## src/rtl/tunhp_pkg.sv

```systemverilog
// Shared types and constants for the tunnel header parser.
`default_nettype none
package tunhp_pkg;

  // Beat widths
  localparam int unsigned BYTE_W   = 8;
  localparam int unsigned STATUS_W = 3;
  localparam int unsigned LEN_W    = 16;
  localparam int unsigned CAP_W    = 64;
  localparam int unsigned CNTDN_W  = 9;

  // Configuration register indexes
  localparam int unsigned CFG_IDX_W = 1;
  localparam logic [CFG_IDX_W-1:0] CFG_AUTH_TYPE   = 1'd0;
  localparam logic [CFG_IDX_W-1:0] CFG_ORIGIN_TYPE = 1'd1;

  // Configuration reset values
  localparam logic [BYTE_W-1:0] AUTH_TYPE_RST   = 8'd1;
  localparam logic [BYTE_W-1:0] ORIGIN_TYPE_RST = 8'd0;

  // Summary status codes
  localparam logic [STATUS_W-1:0] ST_OK       = 3'd0;
  localparam logic [STATUS_W-1:0] ST_TRUNC    = 3'd1;
  localparam logic [STATUS_W-1:0] ST_BADCONF  = 3'd2;
  localparam logic [STATUS_W-1:0] ST_UNKNOWN  = 3'd3;
  localparam logic [STATUS_W-1:0] ST_OVERSIZE = 3'd4;

  // Result kinds
  localparam logic KIND_PAYLOAD = 1'b0;
  localparam logic KIND_SUMMARY = 1'b1;

  // Header field lengths (bytes still to come)
  localparam logic [CNTDN_W-1:0] NONCE_BYTES   = 9'd8;
  localparam logic [CNTDN_W-1:0] ORIGIN_REMAIN = 9'd6;

  // Result queue
  localparam int unsigned QDEPTH  = 4;
  localparam int unsigned QPTR_W  = 2;
  localparam int unsigned QCNT_W  = 3;
  localparam logic [QCNT_W-1:0] QFULL_FOR_TWO = 3'd3;

  typedef enum logic [3:0] {
    PH_HEAD    = 4'd0,
    PH_IDLEN   = 4'd1,
    PH_AULEN   = 4'd2,
    PH_SKIP    = 4'd3,
    PH_NONCE   = 4'd4,
    PH_CONFIRM = 4'd5,
    PH_ORIGIN  = 4'd6,
    PH_PAYLOAD = 4'd7,
    PH_DROP    = 4'd8
  } phase_t;

  typedef struct packed {
    logic [BYTE_W-1:0] data_byte;
    logic              end_of_datagram;
  } in_beat_t;

  typedef struct packed {
    logic                item_kind;
    logic [BYTE_W-1:0]   payload_byte;
    logic [STATUS_W-1:0] status;
    logic                nonce_present;
    logic [CAP_W-1:0]    nonce_value;
    logic                origin_present;
    logic [CAP_W-1:0]    origin_raw;
    logic [LEN_W-1:0]    payload_length;
    logic                last_of_run;
  } out_beat_t;

endpackage
`default_nettype wire

```

## src/rtl/tunnel_header_parser_core.sv

```systemverilog
// Top level of the tunnel header parser: header walk, capture and result queue.
`default_nettype none
// Takes one datagram byte per beat and parses leading tunnel headers
// (authentication with skipped identity/authenticator, 8-byte nonce and a
// zero confirmation byte; origin indication as 8 raw bytes), then forwards the
// rest as payload beats. The last byte of a datagram adds a summary beat with
// status, captures and payload length. Input beats are taken unless stalled:
// the parse state updates in the same cycle the byte is accepted and results
// go into a four-entry queue. A byte yields zero, one or two result beats;
// input stalls only while the queue has fewer than two free entries, so with
// the output draining one beat per cycle the block runs at one byte per clock
// apart from summary-beat stalls. Type codes come from two configuration
// registers, written by the user only while the block is idle; not enforced.
module tunnel_header_parser_core #(
  parameter int unsigned MAX_DATAGRAM = 65507
) (
  input  wire                               clk,
  input  wire                               rst_n,
  // Input byte channel
  input  wire                               in_valid,
  output logic                              in_stall,
  input  wire tunhp_pkg::in_beat_t          in_data,
  // Result channel
  output logic                              out_valid,
  input  wire                               out_stall,
  output tunhp_pkg::out_beat_t              out_data,
  // Configuration writes
  input  wire                               cfg_we,
  input  wire [tunhp_pkg::CFG_IDX_W-1:0]    cfg_index,
  input  wire [tunhp_pkg::BYTE_W-1:0]       cfg_data
);
  import tunhp_pkg::*;

  localparam int unsigned CNT_W = $clog2(MAX_DATAGRAM + 1);
  localparam logic [CNT_W-1:0] MAX_CNT = CNT_W'(MAX_DATAGRAM);

  // Configuration registers
  logic [BYTE_W-1:0] auth_type_r, origin_type_r;

  always_ff @(posedge clk) begin
    if (!rst_n) begin
      auth_type_r   <= AUTH_TYPE_RST;
      origin_type_r <= ORIGIN_TYPE_RST;
    end else if (cfg_we) begin
      unique case (cfg_index)
        CFG_AUTH_TYPE:   auth_type_r   <= cfg_data;
        CFG_ORIGIN_TYPE: origin_type_r <= cfg_data;
        default:         ;
      endcase
    end
  end

  // Parse state
  phase_t              phase_r, phase_nxt;
  logic                held_zero_r, held_zero_nxt;
  logic [CNTDN_W-1:0]  cntdn_r, cntdn_nxt;
  logic [BYTE_W-1:0]   idlen_r, idlen_nxt;
  logic [CAP_W-1:0]    nonce_r, nonce_nxt;
  logic [CAP_W-1:0]    origin_r, origin_nxt;
  logic                nonce_seen_r, nonce_seen_nxt;
  logic                origin_seen_r, origin_seen_nxt;
  logic [STATUS_W-1:0] err_r, err_nxt;
  logic [CNT_W-1:0]    pcnt_r, pcnt_nxt;
  logic [CNT_W-1:0]    tcnt_r, tcnt_nxt;

  // Result queue
  out_beat_t           q_r [QDEPTH];
  logic [QPTR_W-1:0]   wr_ptr_r, rd_ptr_r;
  logic [QCNT_W-1:0]   qcnt_r;

  logic                accept, pop;
  logic [BYTE_W-1:0]   b;
  logic                last;
  logic                oversize;
  phase_t              eff_phase;
  logic                emit_payload;
  logic                fail;
  logic [STATUS_W-1:0] fail_code;
  logic [CNTDN_W-1:0]  cntdn_dec;
  logic [CNTDN_W-1:0]  len_sum;
  out_beat_t           pay_beat, sum_beat;

  assign in_stall  = (qcnt_r >= QFULL_FOR_TWO);
  assign accept    = in_valid && !in_stall;
  assign out_valid = (qcnt_r != '0);
  assign pop       = out_valid && !out_stall;
  assign out_data  = q_r[rd_ptr_r];

  assign b         = in_data.data_byte;
  assign last      = in_data.end_of_datagram;
  assign oversize  = (tcnt_r >= MAX_CNT);
  assign eff_phase = oversize ? PH_DROP : phase_r;
  assign cntdn_dec = cntdn_r - 1'b1;
  assign len_sum   = CNTDN_W'(idlen_r) + CNTDN_W'(b);

  // Next parse state for the accepted byte
  always_comb begin
    phase_nxt       = phase_r;
    held_zero_nxt   = held_zero_r;
    cntdn_nxt       = cntdn_r;
    idlen_nxt       = idlen_r;
    nonce_nxt       = nonce_r;
    origin_nxt      = origin_r;
    nonce_seen_nxt  = nonce_seen_r;
    origin_seen_nxt = origin_seen_r;
    pcnt_nxt        = pcnt_r;
    tcnt_nxt        = tcnt_r;
    fail            = 1'b0;
    fail_code       = ST_OK;

    if (oversize) begin
      fail      = 1'b1;
      fail_code = ST_OVERSIZE;
    end else begin
      tcnt_nxt = tcnt_r + 1'b1;
    end

    unique case (eff_phase)
      PH_HEAD: begin
        if (!held_zero_r) begin
          if (b == '0 && !last) begin
            held_zero_nxt = 1'b1;
          end else begin
            phase_nxt = PH_PAYLOAD;
          end
        end else begin
          held_zero_nxt = 1'b0;
          if (b == auth_type_r) begin
            phase_nxt = PH_IDLEN;
            if (last) begin
              fail      = 1'b1;
              fail_code = ST_TRUNC;
            end
          end else if (b == origin_type_r) begin
            origin_nxt = CAP_W'(b);
            cntdn_nxt  = ORIGIN_REMAIN;
            phase_nxt  = PH_ORIGIN;
            if (last) begin
              fail      = 1'b1;
              fail_code = ST_TRUNC;
            end
          end else begin
            fail      = 1'b1;
            fail_code = ST_UNKNOWN;
          end
        end
      end
      PH_IDLEN: begin
        idlen_nxt = b;
        phase_nxt = PH_AULEN;
        if (last) begin
          fail      = 1'b1;
          fail_code = ST_TRUNC;
        end
      end
      PH_AULEN: begin
        if (len_sum == '0) begin
          cntdn_nxt = NONCE_BYTES;
          nonce_nxt = '0;
          phase_nxt = PH_NONCE;
        end else begin
          cntdn_nxt = len_sum;
          phase_nxt = PH_SKIP;
        end
        if (last) begin
          fail      = 1'b1;
          fail_code = ST_TRUNC;
        end
      end
      PH_SKIP: begin
        cntdn_nxt = cntdn_dec;
        if (cntdn_dec == '0) begin
          cntdn_nxt = NONCE_BYTES;
          nonce_nxt = '0;
          phase_nxt = PH_NONCE;
        end
        if (last) begin
          fail      = 1'b1;
          fail_code = ST_TRUNC;
        end
      end
      PH_NONCE: begin
        nonce_nxt = {nonce_r[CAP_W-BYTE_W-1:0], b};
        cntdn_nxt = cntdn_dec;
        if (cntdn_dec == '0) begin
          nonce_seen_nxt = 1'b1;
          phase_nxt      = PH_CONFIRM;
        end
        if (last) begin
          fail      = 1'b1;
          fail_code = ST_TRUNC;
        end
      end
      PH_CONFIRM: begin
        if (b != '0) begin
          fail      = 1'b1;
          fail_code = ST_BADCONF;
        end else begin
          phase_nxt = PH_HEAD;
        end
      end
      PH_ORIGIN: begin
        origin_nxt = {origin_r[CAP_W-BYTE_W-1:0], b};
        cntdn_nxt  = cntdn_dec;
        if (cntdn_dec == '0) begin
          origin_seen_nxt = 1'b1;
          phase_nxt       = PH_HEAD;
        end else if (last) begin
          fail      = 1'b1;
          fail_code = ST_TRUNC;
        end
      end
      PH_PAYLOAD: ;
      default:    phase_nxt = PH_DROP;
    endcase

    if (emit_payload) pcnt_nxt = pcnt_r + 1'b1;

    // First error sticks; any error drops the rest of the datagram
    err_nxt = err_r;
    if (fail) begin
      phase_nxt = PH_DROP;
      if (err_r == ST_OK) err_nxt = fail_code;
    end
  end

  // Result beats for the accepted byte
  always_comb begin
    unique case (eff_phase)
      PH_HEAD:    emit_payload = !held_zero_r && !(b == '0 && !last);
      PH_PAYLOAD: emit_payload = 1'b1;
      default:    emit_payload = 1'b0;
    endcase

    pay_beat                = '0;
    pay_beat.item_kind      = KIND_PAYLOAD;
    pay_beat.payload_byte   = b;
    pay_beat.last_of_run    = !last;

    sum_beat                = '0;
    sum_beat.item_kind      = KIND_SUMMARY;
    sum_beat.status         = err_nxt;
    sum_beat.nonce_present  = nonce_seen_nxt;
    sum_beat.nonce_value    = nonce_seen_nxt ? nonce_nxt : '0;
    sum_beat.origin_present = origin_seen_nxt;
    sum_beat.origin_raw     = origin_seen_nxt ? origin_nxt : '0;
    sum_beat.payload_length = LEN_W'(pcnt_nxt);
    sum_beat.last_of_run    = 1'b1;
  end

  // Parse state registers; a summary returns everything to reset values
  always_ff @(posedge clk) begin
    if (!rst_n) begin
      phase_r       <= PH_HEAD;
      held_zero_r   <= 1'b0;
      cntdn_r       <= '0;
      nonce_seen_r  <= 1'b0;
      origin_seen_r <= 1'b0;
      err_r         <= ST_OK;
      pcnt_r        <= '0;
      tcnt_r        <= '0;
    end else if (accept) begin
      if (last) begin
        phase_r       <= PH_HEAD;
        held_zero_r   <= 1'b0;
        cntdn_r       <= '0;
        nonce_seen_r  <= 1'b0;
        origin_seen_r <= 1'b0;
        err_r         <= ST_OK;
        pcnt_r        <= '0;
        tcnt_r        <= '0;
      end else begin
        phase_r       <= phase_nxt;
        held_zero_r   <= held_zero_nxt;
        cntdn_r       <= cntdn_nxt;
        nonce_seen_r  <= nonce_seen_nxt;
        origin_seen_r <= origin_seen_nxt;
        err_r         <= err_nxt;
        pcnt_r        <= pcnt_nxt;
        tcnt_r        <= tcnt_nxt;
      end
    end
  end

  // Capture registers: nonce and origin reach the summary only behind their seen flags
  always_ff @(posedge clk) begin
    if (accept) begin
      idlen_r  <= idlen_nxt;
      nonce_r  <= nonce_nxt;
      origin_r <= origin_nxt;
    end
  end

  // Queue writes: payload beat first, summary after it
  logic              push0, push1;
  logic [QPTR_W-1:0] wr_ptr_p1;
  logic [QCNT_W-1:0] npush;

  assign push0     = accept && (emit_payload || last);
  assign push1     = accept && emit_payload && last;
  assign wr_ptr_p1 = wr_ptr_r + 1'b1;
  assign npush     = QCNT_W'(push0) + QCNT_W'(push1);

  always_ff @(posedge clk) begin
    if (push0) q_r[wr_ptr_r] <= emit_payload ? pay_beat : sum_beat;
    if (push1) q_r[wr_ptr_p1] <= sum_beat;
  end

  always_ff @(posedge clk) begin
    if (!rst_n) begin
      wr_ptr_r <= '0;
      rd_ptr_r <= '0;
      qcnt_r   <= '0;
    end else begin
      wr_ptr_r <= wr_ptr_r + QPTR_W'(npush);
      if (pop) rd_ptr_r <= rd_ptr_r + 1'b1;
      qcnt_r <= qcnt_r + npush - QCNT_W'(pop);
    end
  end

endmodule
`default_nettype wire
```

## config.mk

```make
export PLATFORM = sky130hd
export DESIGN_NAME = tunnel_header_parser_core
export DESIGN_NICKNAME = d
export VERILOG_FILES = /design/src/rtl/tunhp_pkg.sv /design/src/rtl/tunnel_header_parser_core.sv
export SDC_FILE = /design/constraint.sdc
export NUM_CORES = 1
export LEC_CHECK = 0
export BUFFER_PORTS_ARGS = -buffer_cell sky130_fd_sc_hd__buf_4
export CAP_MARGIN = 20
export CORE_MARGIN = 1
export CORE_UTILIZATION = 35
export DETAILED_ROUTE_END_ITERATION = 10
export SETUP_SLACK_MARGIN = 0.4
export SLEW_MARGIN = 15
export SYNTH_ARGS = -nofsm -noshare
export SYNTH_HDL_FRONTEND = slang
export SYNTH_SLANG_ARGS = --single-unit
```

## constraint.sdc

```tcl
create_clock -name clk -period 18.4 [get_ports clk]
set_clock_uncertainty 0.05 [all_clocks]
set_input_delay 3.68 -clock clk [delete_from_list [all_inputs] [get_ports clk]]
set_output_delay 3.68 -clock clk [all_outputs]
set_load 0.01 [all_outputs]
```

Word level (Yosys, flattened, before mapping) --
Memories as Yosys holds them, arrays and structs flattened. A register that Yosys moved wholly into a read port is not among the register bits. Cells that the tools add are included.
Word-level totals: RAM bits 636, logic and storage cells 151, bits in latches 0, flip-flop bits (word level) 210, ROM bits 0, bits of input ports 23, memories kept 1, output and inout port bits 161
Cells by class: magnitude comparators 2, equal/unequal tests 20, $add $sub $neg 10, multiply operators 0, mux-type cells 70, bitwise operators 1, reduce and logical (&&, ||, !) cells 31, divide/modulo/power cells 0, shifts and indexed selects 0
Memory list:
- q_r | depth 4, width 159, read ports 1, clocked after Yosys merged registers in 1, wr ports 2, RTL line tunnel_header_parser_core.sv:67 | out_beat_t q_r [QDEPTH];
Operator list (number):
- two-way mux 64 bit | 7
- one-hot mux 64 bit (3 select lines) | 1
- two-way mux 159 bit | 1
- one-hot mux 64 bit (2 select lines) | 1
- two-way mux 16 bit | 4
- two-way mux 9 bit | 6
- two-way mux 4 bit | 11
- one-hot mux 9 bit (4 select lines) | 1
- two-way mux 3 bit | 11
- adder 16 x 1 -> 16 bit (second input constant) | 2
- one-hot mux 4 bit (8 select lines) | 1
- two-way mux 1 bit | 21
- logical NOT 9 bit | 2
- equality test 4 x 3 -> 1 bit (second input constant) | 4
- equality test 8 bit | 2
- greater-or-equal comparator 16 bit (second input constant) | 1
- != test 4 bit (second input constant) | 4
- != test 3 bit (second input constant) | 4
- one-hot mux 3 bit (4 select lines) | 1
- AND reduction 2 bit | 5
- adder 8 x 8 -> 9 bit | 1
- subtractor 9 x 1 -> 9 bit (second input constant) | 1
- equality test 4 x 2 -> 1 bit (second input constant) | 2
- logical NOT 8 bit | 1
- other kinds (27) | 39

Logic depth before layout (Yosys ltp) --
Gate-level depths: netlist (run 1).
depth after elaboration 10, gate-level depth with buffers 16, depth with buffers taken out 13

Worst setup path before layout (run 1) --
Ideal clock, no wire load.
path type input-to-reg, start point in in_data[5] (netlist bit), end point mem q_r[3][100] (netlist bit), enable pin, data arrival time 7875 ps, data required time 17088 ps, slack 9212 ps, cell stages on the path 8, path buffers 3, cells stage by stage clkbuf_1 nor4_1 a31oi_1 o21a_1 buf_2 nand3_1 clkbuf_1 nand2_1
RTL lines:
- start, declared | RTL line tunnel_header_parser_core.sv:22 | input wire tunhp_pkg::in_beat_t in_data,
- end, declared | RTL line tunnel_header_parser_core.sv:67

==> results.txt, run 1 <==
The flow ran to the end, and the final reports show no timing, DRC or antenna violations. The transition time of the tightest slew-check pin came out at 1113 ps. The average vias per placed instance came out at 5.384. The I/O pin total is 184. The reported max-cap violation count came out at 0. The congestion estimate from routability-driven global placement came to 0.8225. After clock tree synthesis, the setup repair step added 0 buffers. The total routed wire length on the met1 layer is 43,810 um. After synthesis the netlist holds a flip-flop and latch count of 848. The adder and majority cell fraction of the synthesized area is 0.6315%. The sort of element at the start of the critical path is a primary input. Detailed placement finished with a half-perimeter wire length of 59,210 um. The met2 routed wirelength came out at 48,170 um. The clock transition at the register clock pins on the worst setup and hold paths after CTS came out at 60 ps. The worst slew slack as a fraction of its limit came out at 25.40%.

The final hold violation count came out at 0. Summing the sequential cell areas from Yosys gives 63.89% of the chip area. The detailed-routed wire length on met3 came out at 7389 um. The count of distinct cell types in the synthesized netlist came out at 73. The fraction of final layout cells sized beyond drive strength 1 is 18.89%. The number of vias in the routed layout came out at 24.09k. The area taken by flip-flops and latches came out at 24,310 sq um. Along the worst path, the maximum fanout reaches 91. Relative to the synthesized area, the layout overhead comes to 14.49%. The upper clock frequency limit is 120.1 MHz. The most used flip-flop cell after synthesis is sky130_fd_sc_hd__edfxtp_1.

The proportion of netlist area held by the largest area contributor came out at 57.78%. The area of the mapped netlist is 38,040 sq um. The pre-CTS worst setup slack is 9303 ps. The final setup violation count came out at 0. The portion of total power attributed to the clock network came out at 29.1%.

The proportion of power drawn by flip-flops and latches came out at 44.1%. The synthesized area per cell came out at 13.13 sq um. The synthesized design spends more area on one cell type than any other, namely sky130_fd_sc_hd__edfxtp_1. The number of cell rows came out at 120. For the worst setup path, the data required time is 18,610 ps. The clock passes through at most 3 buffers.

The number of DRC violations after detailed routing came out at 0. The net switching fraction of the power came out at 31.76%. At the later pin of the worst-skew pair, clock insertion delay measures 670 ps. The net load switching power is 0.001978 W. The root buffer cell chosen for the clock tree is sky130_fd_sc_hd__clkbuf_16. The synthesized-area fraction occupied by ao, oa, aoi and oai cells came out at 8.282%.

The ratio of total power to cell area is 143.0 nW/um^2. The count of pins over their slew limit came out at 0. The xor and xnor fraction of the mapped netlist area is 0.8749%. The number of global-route vias before repair is 23.52k. The total number of clock tree sinks is 848. The period utilization is 45.27%. The sum of buffers and inverters on the critical path came out at 5.

The main combinational cell family by area after synthesis is simple AND/OR/NAND/NOR gates. In this design, the critical path's most frequently occurring cell is sky130_fd_sc_hd__buf_4. The largest single stage delay on the critical path is 890 ps.

During placement, the flow inserted port buffers numbering 183. By count the netlist is led by sky130_fd_sc_hd__edfxtp_1, sky130_fd_sc_hd__nor2_1, sky130_fd_sc_hd__and2_1. The total global routing overflow came out at 0. The number of cells upsized or downsized after cts came out at 0. Once layout is complete, the utilization of the core stands at 40.57%. The arrival time of data at the critical path endpoint is 8540 ps. The synthesized netlist net count is 2,938.

Yosys instantiated no cell more often than sky130_fd_sc_hd__edfxtp_1. The number of H-tree branching levels is 3. The final worst setup slack came out at 10,070 ps. The first TritonRoute pass finished after 6 iterations.

The tightest min-delay check is of the register to register type. Measured along the y axis, the die boundary spans 331.7 um. The starting utilization of the core area came out at 35.43%. For this block, the initial DRC count from the detailed router was 2,209. The maximum number of pins on one net before global-route repair is 92. The global-route total usage across every layer came out at 18.12%. The synthesized instance count is 2,897. Yosys attributes the largest share of cell area to sky130_fd_sc_hd__edfxtp_1, sky130_fd_sc_hd__mux4_2, sky130_fd_sc_hd__dfxtp_1.

The initial antenna violation count came out at 4. The critical path capture point type is a register. The final layout contains routed wiring with a total length of 101,800 um. After Yosys synthesis, and, or, nand and nor cells account for 13.07% of the synthesized area.

The die boundary width came out at 331.7 um. The die covers 110,000 sq um. Of the post-synthesis cell area, the part taken by muxes is 9.650%. The async set-or-reset flop fraction in the synthesized netlist came out at 0%. The multi-input combinational cell area is 12,470 sq um.

In this run the top signal layer used is met5. The total clock buffers created by CTS came out at 90. By startpoint and endpoint, the worst setup path is classified as primary input to register. The residual antenna-violating net count after detailed routing is 0. The final critical-path required period is 8330 ps. The critical path goes through buf_4 > nand2_1 > inv_6 > o21ai_0 > inv_1 > nand3_1 > nand2_4 > buf_4 > buf_4. Dividing the detail-routed wire length by the instance count gives 22.75 um. The combinational power share came out at 26.8%.

The leakage component of the power is 15.35 nW. For this run, the post-layout net count is 3,039. The hold buffer count at CTS came out at 0. The total core area is 107,400 sq um.

After filler insertion, the fill cell instance count of the layout stands at 9,930. The peak supply drop came out at 110.0 uV. Setup repair after global routing left no endpoint under its margin. The clock tree from TritonCTS is done. Summed over all failing endpoints, the final setup total negative slack is 0 ps. The first-pass GRT wire length came out at 151,800 um.

For this design, the slowest cell found on the critical path is sky130_fd_sc_hd__buf_4. The dominant delay contributor by cell family on the critical path is buffers and inverters. The internal portion of total power is 0.004250 W.

The count of flip-flops with a built-in enable after synthesis is 732. The total of warnings raised by yosys is 0.
[sequential cells by signal, summed over array words and instances, names as in the netlist, 2 cells and up, named ones only]
register,cells
q_r,636
nonce_r,64
origin_r,64
pcnt_r,16
tcnt_r,16
cntdn_r,9
auth_type_r,8
idlen_r,8
origin_type_r,8
phase_r,4
err_r,3
qcnt_r,3
rd_ptr_r,2
wr_ptr_r,2
[worst reg2reg max path: stages (launching register included)]
cell and delay [ps]:
sky130_fd_sc_hd__dfxtp_1 330, sky130_fd_sc_hd__a21oi_1 450, sky130_fd_sc_hd__nand2_1 530, sky130_fd_sc_hd__inv_6 790, sky130_fd_sc_hd__o21ai_0 360, sky130_fd_sc_hd__inv_1 240, sky130_fd_sc_hd__nand3_1 450, sky130_fd_sc_hd__nand2_4 700
sky130_fd_sc_hd__buf_4 870, sky130_fd_sc_hd__buf_4 950
[final cells by class]
class                           count  share of cell area [%]
Sequential cell                   848                   55.82
Multi-Input combinational cell   1742                   28.62
Clock buffer                      107                   5.389
Tap cell                         1403                   4.031
Timing Repair Buffer              224                   3.970
Clock inverter                     58                   1.359
Inverter                           92                  0.8044
Antenna cell                        1                0.005746
[per-stage QoR]
step	hold WS [ps]	instances	area, sq um	power, W
floorplan	368.5	2897	38040	0.003725
global placement	381.9	4304	40530	0.004463
detailed placement	384.1	4305	40540	0.004483
CTS	394.9	4470	43480	0.006297
global route	410.1	4475	43550	0.006488
finish	396.9	4475	43550	0.006228
[cell families after synthesis]
family / Yosys count
simple gates: 1032
xor+xnor: 38
mux: 168
fa+ha+maj: 18
flops: 848
compound gates: 486
buf+inv: 307
[layout by cell type, fill, tap and decap left out, types with 5 or more instances in the layout]
master | Yosys | final
sky130_fd_sc_hd__o21ai_2 | 34 | 34
sky130_fd_sc_hd__a31oi_1 | 8 | 7
sky130_fd_sc_hd__a21oi_1 | 66 | 66
sky130_fd_sc_hd__or2_2 | 3 | 7
sky130_fd_sc_hd__nand2b_1 | 9 | 9
sky130_fd_sc_hd__nor2_1 | 397 | 397
sky130_fd_sc_hd__mux4_2 | 159 | 159
sky130_fd_sc_hd__clkbuf_1 | 111 | 15
sky130_fd_sc_hd__edfxtp_1 | 732 | 732
sky130_fd_sc_hd__nand2_1 | 171 | 167
sky130_fd_sc_hd__o2111ai_1 | 5 | 5
sky130_fd_sc_hd__xor2_1 | 19 | 19
sky130_fd_sc_hd__mux2i_1 | 9 | 9
sky130_fd_sc_hd__inv_1 | 90 | 89
sky130_fd_sc_hd__nor4_1 | 12 | 12
sky130_fd_sc_hd__and2_1 | 263 | 262
sky130_fd_sc_hd__nor2b_1 | 8 | 5
sky130_fd_sc_hd__a22oi_1 | 125 | 125
sky130_fd_sc_hd__or3_1 | 15 | 14
sky130_fd_sc_hd__buf_4 | 1 | 219
sky130_fd_sc_hd__nor3b_1 | 5 | 5
sky130_fd_sc_hd__o22ai_1 | 12 | 12
sky130_fd_sc_hd__o21a_1 | 6 | 6
sky130_fd_sc_hd__bufinv_16 | 0 | 8
sky130_fd_sc_hd__clkbuf_16 | 0 | 91
sky130_fd_sc_hd__and3_1 | 9 | 8
sky130_fd_sc_hd__o31ai_1 | 28 | 28
sky130_fd_sc_hd__xnor2_1 | 19 | 19
sky130_fd_sc_hd__dfxtp_1 | 116 | 114
sky130_fd_sc_hd__clkinv_2 | 0 | 15
sky130_fd_sc_hd__ha_1 | 16 | 16
sky130_fd_sc_hd__nand3_1 | 81 | 81
sky130_fd_sc_hd__nor3_1 | 22 | 21
sky130_fd_sc_hd__nand4_1 | 10 | 10
sky130_fd_sc_hd__clkinv_1 | 1 | 25
sky130_fd_sc_hd__o21ai_0 | 133 | 133
sky130_fd_sc_hd__o21ai_1 | 33 | 33
[power by group through the flow]
stage	Sequential (W)	Combinational, W	Clock (W)
after CTS	0.00275	0.00170	0.00185
after global routing	0.00279	0.00179	0.00191
after floorplan	0.00273	0.000993	0
after detailed placement	0.00279	0.00170	0
final	0.00275	0.00167	0.00181
after global placement	0.00278	0.00169	0
[path summary, 6_finish.rpt]
path / startpoint / to / slack (ps) / cells past startpoint
worst max-delay path: in_valid / q_r[3][84] / 10070 / 9
worst min-delay path: q_r[3][158] / q_r[3][158] / 400 / 2
worst max register to register: qcnt_r[0] / q_r[3][84] / 12290 / 9
worst min register to register: q_r[3][158] / q_r[3][158] / 400 / 2
[layer usage]
layer | GRT usage [%] | vias to the layer above
li1 | - | 10930
met1 | 25.06 | 12170
met2 | 29.03 | 841
met3 | 3.445 | 148
met4 | 5.096 | 6
met5 | 0 | -
No activity file was read; power rests on OpenSTA's default activity.
==> inputs of run 2 (changes only) <==
Clock period 18.4 ns to 8.7 ns, I/O delays scaled along.
==> results.txt, run 2 (synthesis gave the netlist of run 1 again) <==
The number of H-tree branching levels is 3. The first-pass GRT wire length came out at 152,300 um. The starting utilization of the core area is 35.43%. Compared with the post-synthesis result, the final layout area differs by 14.62%. The critical path goes through buf_4 > nor4_1 > a31oi_1 > o21a_1 > buf_4 > o21ai_0 > inv_1 > nand2_1 > nand2_4 > buf_12. The number of inserted filler cells in the final layout is 9,909.

The final worst setup slack is 3453 ps. The worst hold path begins at q_r[0][158]. The violation count after the first detailed-route iteration is 2,383. The die boundary height is 331.7 um. TritonCTS built the clock tree. Counting both buffers and inverters, the worst setup path holds a total of 4. For this run, the post-layout net count is 3,045. By startpoint and endpoint, the worst setup path is classified as primary input to register. In this run the worst hold path is classified as register to register.

The total global routing overflow came out at 0. The total core area came out at 107,400 sq um. The number of DRC violations after detailed routing is 0. Across the VDD grid, the largest voltage drop is 171.3 uV. The number of placed instances, taps included is 4,311. For hold timing, the worst endpoint is q_r[0][158]. STA classifies the critical path endpoint as a register. The worst slew slack as a fraction of its limit came out at 30.31%.

Post-CTS repair changed the size of 0 cells. The clock root buffer is sky130_fd_sc_hd__clkbuf_16. In the layout the commonest cells are sky130_fd_sc_hd__edfxtp_1, sky130_fd_sc_hd__nor2_1, sky130_fd_sc_hd__and2_1. The insertion delay to the later sink of the worst-skew pair came out at 680 ps.

The HPWL after detailed placement is 59,150 um. The peak fanout along the critical path is 81. The count of non-filler cells in the finished layout came out at 4,475. Timing analysis after detailed placement gives a worst setup slack of 2760 ps. The number of cell rows is 120. In this run the horizontal extent of the chip is 331.7 um.

The tree built by TritonCTS fans out to 848 sinks. The register with the most flip-flops in the final layout is q_r. The fraction of final layout cells sized beyond drive strength 1 is 18.98%. The number of vias in the routed layout is 24.02k. The floorplan die area is 110,000 sq um.

Setup repair after global routing left no endpoint under its margin. The maximum number of pins on one net before global-route repair is 90. The number of global-route vias before repair is 23.63k. The depth of the most critical reg-to-reg path came out at 8. The maximum clock path buffer count is 3. Dividing total power by cell area gives a power density of 302.1 nW/um^2. The worst register-to-register path begins at qcnt_r[1]. The clock transition at the register clock pins on the worst setup and hold paths after CTS is 60 ps. The reported max-cap violation count is 0. The endpoint of the most critical register-to-register path is q_r[0][106]. The area taken by flip-flops and latches is 24,310 sq um. The total clock buffers created by CTS came out at 92. Summing all multi-input logic gate instances after layout gives 12,470 sq um. STA puts the critical path data required time at 8950 ps. The dominant delay contributor by cell family on the critical path is simple AND/OR/NAND/NOR gates. The final critical path takes up 60.31% of the cycle.

The final critical-path required period came out at 5247 ps. The internal reg-to-reg setup slack came out at 3790 ps. The initial antenna violation count is 6. The transition time of the tightest slew-check pin came out at 1045 ps. The I/O pin total is 184. The worst setup path is launched from a primary input.

The largest registers in the layout are q_r x636, nonce_r x64, origin_r x64. For this run, the slowest stage of the critical path takes 610 ps. The final hold violation count came to 0. For the final routed database, the setup TNS stands at 0 ps. The wire length after detailed routing came out at 101,400 um.

The worst hold path was traced through 2 stages. The number of flip-flops under the largest register name came out at 636. The port buffer count came out at 183. The final setup violation count is 0. In the final routed layout, each cell accounts on average for 22.65 um. The average vias per placed instance is 5.368. Summed over all cells, the static leakage comes to 15.37 nW. The count of TritonRoute iterations in the first routing pass came out at 5. The hold buffer count at CTS is 0. The run finished with clean final reports. The count of pins over their slew limit is 0.

The arrival time of data at the critical path endpoint is 5500 ps. On the critical path, the stage with the largest delay is an instance of sky130_fd_sc_hd__nand2_4. Global routing consumed, over all layers together, 18.13% of the routing resources. The routability-driven placement congestion ratio came out at 0.8003. The post-CTS repair timing setup buffer count came out at 0. The cell with the most instances on the worst path is sky130_fd_sc_hd__buf_4. The residual antenna-violating net count after detailed routing is 0. Leaving out fill and tap cells, the most frequent cell in the layout is sky130_fd_sc_hd__edfxtp_1. Timing would allow up to 190.6 MHz.
[run 2: cell types whose count changed in the layout (fill, tap and decap cells not counted), sizes merged]
cell	previous run	this run
inv	94	96
clkbuf	107	117
buf	224	228
clkinv	45	31
clkinvlp	3	2
bufinv	8	7
[run 2: worst max path at each step]
stage / start / endpoint / slack (ps) / cells after the start
finish: in_data[2] / q_r[0][106] / 3450 / 10
detailed placement: in_valid / q_r[0][130] / 2760 / 8
global route: in_valid / q_r[0][129] / 3190 / 8
floorplan: in_data[5] / q_r[3][100] / 1450 / 8
CTS: in_valid / q_r[0][125] / 3460 / 8
global placement: in_valid / q_r[0][130] / 2810 / 8
[run 2: final cells by class]
cell class                      count  area share [%]
Clock inverter                     44           1.156
Multi-Input combinational cell   1742           28.60
Antenna cell                        1        0.005739
Clock buffer                      117           5.567
Inverter                           92          0.8035
Sequential cell                   848           55.76
Tap cell                         1403           4.026
Timing Repair Buffer              228           4.086
[run 2: worst min-delay path: cells and delay by family (launching register included)]
kind	cells	cell delay [ps]
AND/OR/NAND/NOR	2	90
flip-flops	1	310
[run 2: stage by stage]
stage / total power, W / utilization, % / cell area [sq um] / hold WS, ps
detailed placement: 0.009489 / 37.86 / 40650 / 383.9
finish: 0.01317 / 40.62 / 43600 / 393.1
global route: 0.01376 / 40.61 / 43600 / 406.0
global placement: 0.009447 / 37.85 / 40630 / 386.4
floorplan: 0.007878 / - / 38040 / 368.5
CTS: 0.01335 / 40.60 / 43580 / 392.2
[run 2: routing by layer]
layer  GRT usage [%]  up-vias  wire [um]
met5               0        -         27
met4           4.582        6       1874
met3           3.777      140       7254
met2           29.20      776      48270
met1           24.93    12150      43950
li1                -    10950          -
[run 2: where the power goes]
group | total (W) | switching (W) | internal (W)
logic | 0.00354 | 0.00213 | 0.00141
clock network | 0.00385 | 0.00166 | 0.00219
registers | 0.00578 | 0.000384 | 0.00540
total | 0.0132 | 0.00416 | 0.00901
